[config.mk]
export PLATFORM = sky130hd
export DESIGN_NAME = lprl_cell
export DESIGN_NICKNAME = d
export VERILOG_FILES = /design/src/rtl/lprl_pkg.sv /design/src/rtl/lprl_cell.sv
export SDC_FILE = /design/constraint.sdc
export NUM_CORES = 1
export LEC_CHECK = 0
export ABC_AREA = 0
export BUFFER_PORTS_ARGS = -buffer_cell sky130_fd_sc_hd__buf_2
export CAP_MARGIN = 20
export CORE_UTILIZATION = 44
export CTS_CLUSTER_SIZE = 16
export DETAILED_ROUTE_END_ITERATION = 10
export PLACE_DENSITY = 0.69
export SYNTH_ARGS = -nofsm -noshare
export SYNTH_HDL_FRONTEND = slang
export SYNTH_SLANG_ARGS = --single-unit
[constraint.sdc]
create_clock -name i_clk -period 15.5 [get_ports i_clk]
set_input_delay 3.1 -clock i_clk [delete_from_list [all_inputs] [get_ports i_clk]]
set_output_delay 3.1 -clock i_clk [all_outputs]
set_load 0.03 [all_outputs]
[src/rtl/lprl_pkg.sv]
package lprl_pkg;

    localparam int ROUTES_DEF    = 32;
    localparam int PORT_BITS_DEF = 4;

    localparam int ADDR_W      = 32;
    localparam int LEN_W       = 6;
    localparam int IDX_FIELD_W = 5;
    localparam int PORT_FIELD_W = 4;

    localparam int S_TDATA_W = 112;
    localparam int M_TDATA_W = 16;

    typedef enum logic {
        OP_WRITE  = 1'b0,
        OP_LOOKUP = 1'b1
    } t_op;

    // item travelling down the cell row, with the best match found so far
    typedef struct packed {
        logic              vld;
        logic              lookup;
        logic [ADDR_W-1:0] addr;
        logic              found;
        logic [LEN_W-1:0]  len;
    } t_probe;

    function automatic logic [3:0] ones8(input logic [7:0] v);
        logic [3:0] n;
        n = '0;
        for (int k = 0; k < 8; k++) begin
            n = n + 4'(v[k]);
        end
        return n;
    endfunction

    function automatic logic [LEN_W-1:0] mask_len(input logic [ADDR_W-1:0] m);
        return LEN_W'(ones8(m[7:0])) + LEN_W'(ones8(m[15:8]))
             + LEN_W'(ones8(m[23:16])) + LEN_W'(ones8(m[31:24]));
    endfunction

endpackage

[src/rtl/lprl_cell.sv]
module lprl_cell #(
    parameter int IDX_W     = 5,
    parameter int PORT_BITS = 4,
    parameter int CELL_IDX  = 0
) (
    input  logic                          i_clk,
    input  logic                          i_rst_n,
    input  logic                          i_wr_en,
    input  logic                          i_wr_valid,
    input  logic [lprl_pkg::ADDR_W-1:0]   i_wr_prefix,
    input  logic [lprl_pkg::ADDR_W-1:0]   i_wr_mask,
    input  logic [PORT_BITS-1:0]          i_wr_port,
    input  logic                          i_adv,
    input  lprl_pkg::t_probe              i_probe,
    input  logic [IDX_W-1:0]              i_best_idx,
    input  logic [PORT_BITS-1:0]          i_best_port,
    output lprl_pkg::t_probe              o_probe,
    output logic [IDX_W-1:0]              o_best_idx,
    output logic [PORT_BITS-1:0]          o_best_port
);
    import lprl_pkg::*;

    logic                 r_valid;
    logic [ADDR_W-1:0]    r_prefix;
    logic [ADDR_W-1:0]    r_mask;
    logic [LEN_W-1:0]     r_len;
    logic [PORT_BITS-1:0] r_port;

    t_probe               r_probe;
    logic [IDX_W-1:0]     r_best_idx;
    logic [PORT_BITS-1:0] r_best_port;

    t_probe               n_probe;
    logic [IDX_W-1:0]     n_best_idx;
    logic [PORT_BITS-1:0] n_best_port;
    logic                 w_match;
    logic                 w_take;

    always_comb begin
        w_match = i_probe.lookup && r_valid
                  && (((i_probe.addr ^ r_prefix) & r_mask) == '0);
        w_take  = w_match && (!i_probe.found || (r_len > i_probe.len));
        n_probe     = i_probe;
        n_best_idx  = i_best_idx;
        n_best_port = i_best_port;
        if (w_take) begin
            n_probe.found = 1'b1;
            n_probe.len   = r_len;
            n_best_idx    = IDX_W'(CELL_IDX);
            n_best_port   = r_port;
        end
    end

    always_ff @(posedge i_clk) begin
        if (!i_rst_n) begin
            r_valid <= 1'b0;
        end else if (i_wr_en) begin
            r_valid <= i_wr_valid;
        end
    end

    always_ff @(posedge i_clk) begin
        if (i_wr_en) begin
            r_prefix <= i_wr_prefix;
            r_mask   <= i_wr_mask;
            r_len    <= mask_len(i_wr_mask);
            r_port   <= i_wr_port;
        end
    end

    always_ff @(posedge i_clk) begin
        if (!i_rst_n) begin
            r_probe     <= '0;
            r_best_idx  <= '0;
            r_best_port <= '0;
        end else if (i_adv) begin
            r_probe     <= n_probe;
            r_best_idx  <= n_best_idx;
            r_best_port <= n_best_port;
        end
    end

    assign o_probe     = r_probe;
    assign o_best_idx  = r_best_idx;
    assign o_best_port = r_best_port;

endmodule

==> impl_metrics.py <==
metrics = {
    "power": {
        "combinationalPowerShare": 0.274,
        "internal-power_w": 0.000778,
        "total_leakage_power_nw": 3.24,
        "netSwitchingFraction": 0.284,
        "clock_power_share": 0.343,
        "seq_power_share": 0.382,
        "powerDensity_nw_per_um2": 150,
        "ir_worst_vdd_mv": 0.107,
        "power.switching_w": 0.000309,
    },
    "critical_path": {
        "worstPathRequired_ns": 15.65,
        "end_kind": "flop",
        "worstPathArrival_ns": 7.46,
        "cp-start-kind": "primary input",
        "crit_fanout": 2,
        "crit_type": "in2reg",
    },
    "run_status": {
        "outcome": "complete, no violations",
    },
    "finish": {
        "regArea_um2": 3240,
        "area_delta_synth_final_pct": 28.0,
        "final_nets": 762,
        "fill_cells": 1022,
        "drive_gt1_frac": 0.328,
        "multi_input_area_um2": 2180,
    },
    "clock_tree": {
        "cts_tree": "built",
        "clock_latency_ns": 0.40,
        "hold_buffers": 0,
        "postCtsResizedCells": 0,
        "cts.sinks": 125,
        "cts_buffers": 17,
        "clkSlewWorstSetupHoldPaths_ns": 0.05,
        "cts_max_level": 4,
        "cts-root-buf": "clkbuf_16",
        "cts_setup_buffers": 0,
        "clockBufferDepth": 2,
    },
    "die": {
        "fp.dieH_um": 115,
        "chipWidth_um": 115,
        "start_util": 0.460,
        "pin_count": 173,
        "std_cell_rows": 40,
        "core_region_area_um2": 12300,
        "dieArea_um2": 13300,
    },
    "flow_run": {
        "max_cap_violations": 0,
    },
    "synthesis": {
        "synth_seq_cells": 125,
        "synthCells": 429,
        "synth-compound-area-share": 0.0741,
        "synth-edff-count": 74,
        "async_flop_share": 0,
        "avgSynthCellArea_um2": 13.1,
        "seq_area_frac_synth": 0.575,
        "synth_mux_area_frac": 0.0621,
        "synth_top_area_cell": "edfxtp_1",
        "syn-num-nets": 589,
        "synth_top_area_share": 0.394,
        "yosys-top-cells-count": "74 x edfxtp_1, 51 x dfxtp_1, 38 x nor2b_1",
        "synthFlopType": "edfxtp_1",
        "yosys-top-cells-area": "edfxtp_1 39%, dfxtp_1 18%, fa_1 8.5%, mux2i_1 6.2%, xor2_1 5.1%",
        "ys_types": 31,
        "mappedNetlistArea_um2": 5640,
        "synth_top_family_by_area": "adder cells",
        "ys_warn_count": 0,
        "synth_fa_ha_area_frac": 0.114,
        "yosys.area_share.simple": 0.0828,
        "synth_most_common_cell": "edfxtp_1",
        "yosys.area_share.xor_xnor": 0.0544,
    },
    "placed_design": {
        "gp_congestion": 0.779,
        "dpl.hpwl_um": 9390,
        "dp_slack_ns": 7.75,
        "port_buffers": 172,
    },
    "detailed_routing": {
        "first_pass_iters": 4,
        "drt-wirelength-per-cell_um": 15.8,
        "avgViaCountPerCell": 4.82,
        "drt_iter0_drc": 148,
        "drcViolationCount": 0,
        "wl_um": 12400,
        "postRouteAntennaNets": 0,
        "route.vias.total": 3784,
    },
    "sta": {
        "finClkSkew_ns": 0.00799,
        "period_share": 0.472,
        "slew_headroom": 0.362,
        "setup_ws_ns": 8.19,
        "tns_ns": 0,
        "worst_slew_pin_slew_ns": 0.958,
        "hold_viol": 0,
        "drv_slew": 0,
        "finalSetupViolCount": 0,
        "rsz0062_at_grt": "false",
        "finalCriticalPeriod_ns": 7.31,
        "fmax_ghz": 0.137,
    },
    "global_routing": {
        "antenna_found_initial": 2,
        "grt_use_total": 0.197,
        "grt-ovfl-total": 0,
        "grt_max_degree": 76,
        "grt_pass1_wl_um": 19100,
        "grt_pass1_vias": 3807,
    },
    "worst_hold_path": {
        "worstHoldPathType": "reg2reg",
    },
}
## final timing paths
check	slack, ns	cells after the start	endpoint	start
setup / recovery	8.19	16	r_len[4]	i_wr_mask[0]
hold / removal	0.48	2	o_best_idx[4]	o_best_idx[4]
setup reg to reg	12.68	6	o_best_port[3]	r_prefix[30]
hold reg to reg	0.48	2	o_best_idx[4]	o_best_idx[4]
## per-stage QoR
stage	instances	area (um2)	util	hold WS, ns	power [W]
2_1_floorplan	429	5640	-	0.483	0.000645
3_3_place_gp	751	6640	0.542	0.460	0.000718
3_5_place_dp	751	6640	0.542	0.472	0.000725
4_1_cts	783	7220	0.588	0.480	0.00110
5_1_grt	783	7220	0.588	0.510	0.00116
6_report	785	7220	0.589	0.480	0.00109
## per-layer routing
| metal | vias up | part of all wire | wire length (um) | global-route usage |
|---|---|---|---|---|
| li1 | 1859 | - | - | - |
| met5 | - | 0 | 0 | 0 |
| met3 | 21 | 0.062 | 766 | 0.0601 |
| met4 | 0 | 0.020 | 253 | 0.0831 |
| met1 | 1778 | 0.45 | 5580 | 0.254 |
| met2 | 126 | 0.47 | 5790 | 0.310 |
## power groups by stage
stage          Combinational (W)  Sequential, W  Clock (W)
3_5_place_dp            0.000303       0.000422          0
6_report                0.000298       0.000415   0.000373
2_1_floorplan           0.000211       0.000434          0
4_1_cts                 0.000305       0.000416   0.000380
3_3_place_gp            0.000297       0.000421          0
5_1_grt                 0.000345       0.000418   0.000395
## registers in the layout (all words and copies together) (netlist names)
| register | count |
|---|---|
| r_port | 4 |
| r_len | 6 |
| r_prefix | 32 |
| o_best_idx | 5 |
| r_valid | 1 |
| o_best_port | 4 |
| o_probe | 41 |
| r_mask | 32 |
## cell type report
cell class / count / share of cell area
clock inverters: 4 / 0.00312
clock buffers: 28 / 0.0761
multi-input cells: 250 / 0.303
inverters: 34 / 0.0177
flip-flops and latches: 125 / 0.449
repair buffers: 174 / 0.122
diodes: 2 / 0.000693
well taps: 168 / 0.0291
## layout by cell type (no fill, tap or decap), types with 2 or more instances in the layout
master | Yosys | layout
a21boi_0 | 5 | 5
a21o_1 | 2 | 2
a21oi_1 | 6 | 6
a22oi_1 | 15 | 15
a31oi_1 | 10 | 10
buf_2 | 1 | 171
buf_4 | 0 | 3
clkbuf_1 | 16 | 5
clkbuf_16 | 0 | 19
clkbuf_8 | 0 | 4
dfxtp_1 | 51 | 51
diode_2 | 0 | 2
edfxtp_1 | 74 | 74
fa_1 | 24 | 24
ha_1 | 13 | 13
inv_1 | 34 | 34
mux2i_1 | 35 | 35
nand2_1 | 13 | 13
nand2b_1 | 5 | 5
nand3_1 | 2 | 2
nand4_1 | 4 | 4
nor2b_1 | 38 | 38
o211ai_1 | 5 | 5
o21ai_0 | 21 | 21
or4_1 | 11 | 11
xnor2_1 | 2 | 2
xor2_1 | 33 | 33
## worst max-delay path, stage by stage
cell     delay (ns)
buf_2          0.09
inv_1          0.05
fa_1           0.56
inv_1          0.07
fa_1           0.49
fa_1           0.55
fa_1           0.44
fa_1           0.52
inv_1          0.05
fa_1           0.47
inv_1          0.04
ha_1           0.20
fa_1           0.41
a21o_1         0.19
a21oi_1        0.16
xnor2_1        0.08
## cells by family after synthesis
family          Yosys count
mux                      35
flops                   125
compound gates           66
fa+ha+maj                37
simple gates             77
xor+xnor                 35
buf+inv                  54
Note: power is estimated with default switching activity, not from simulation.
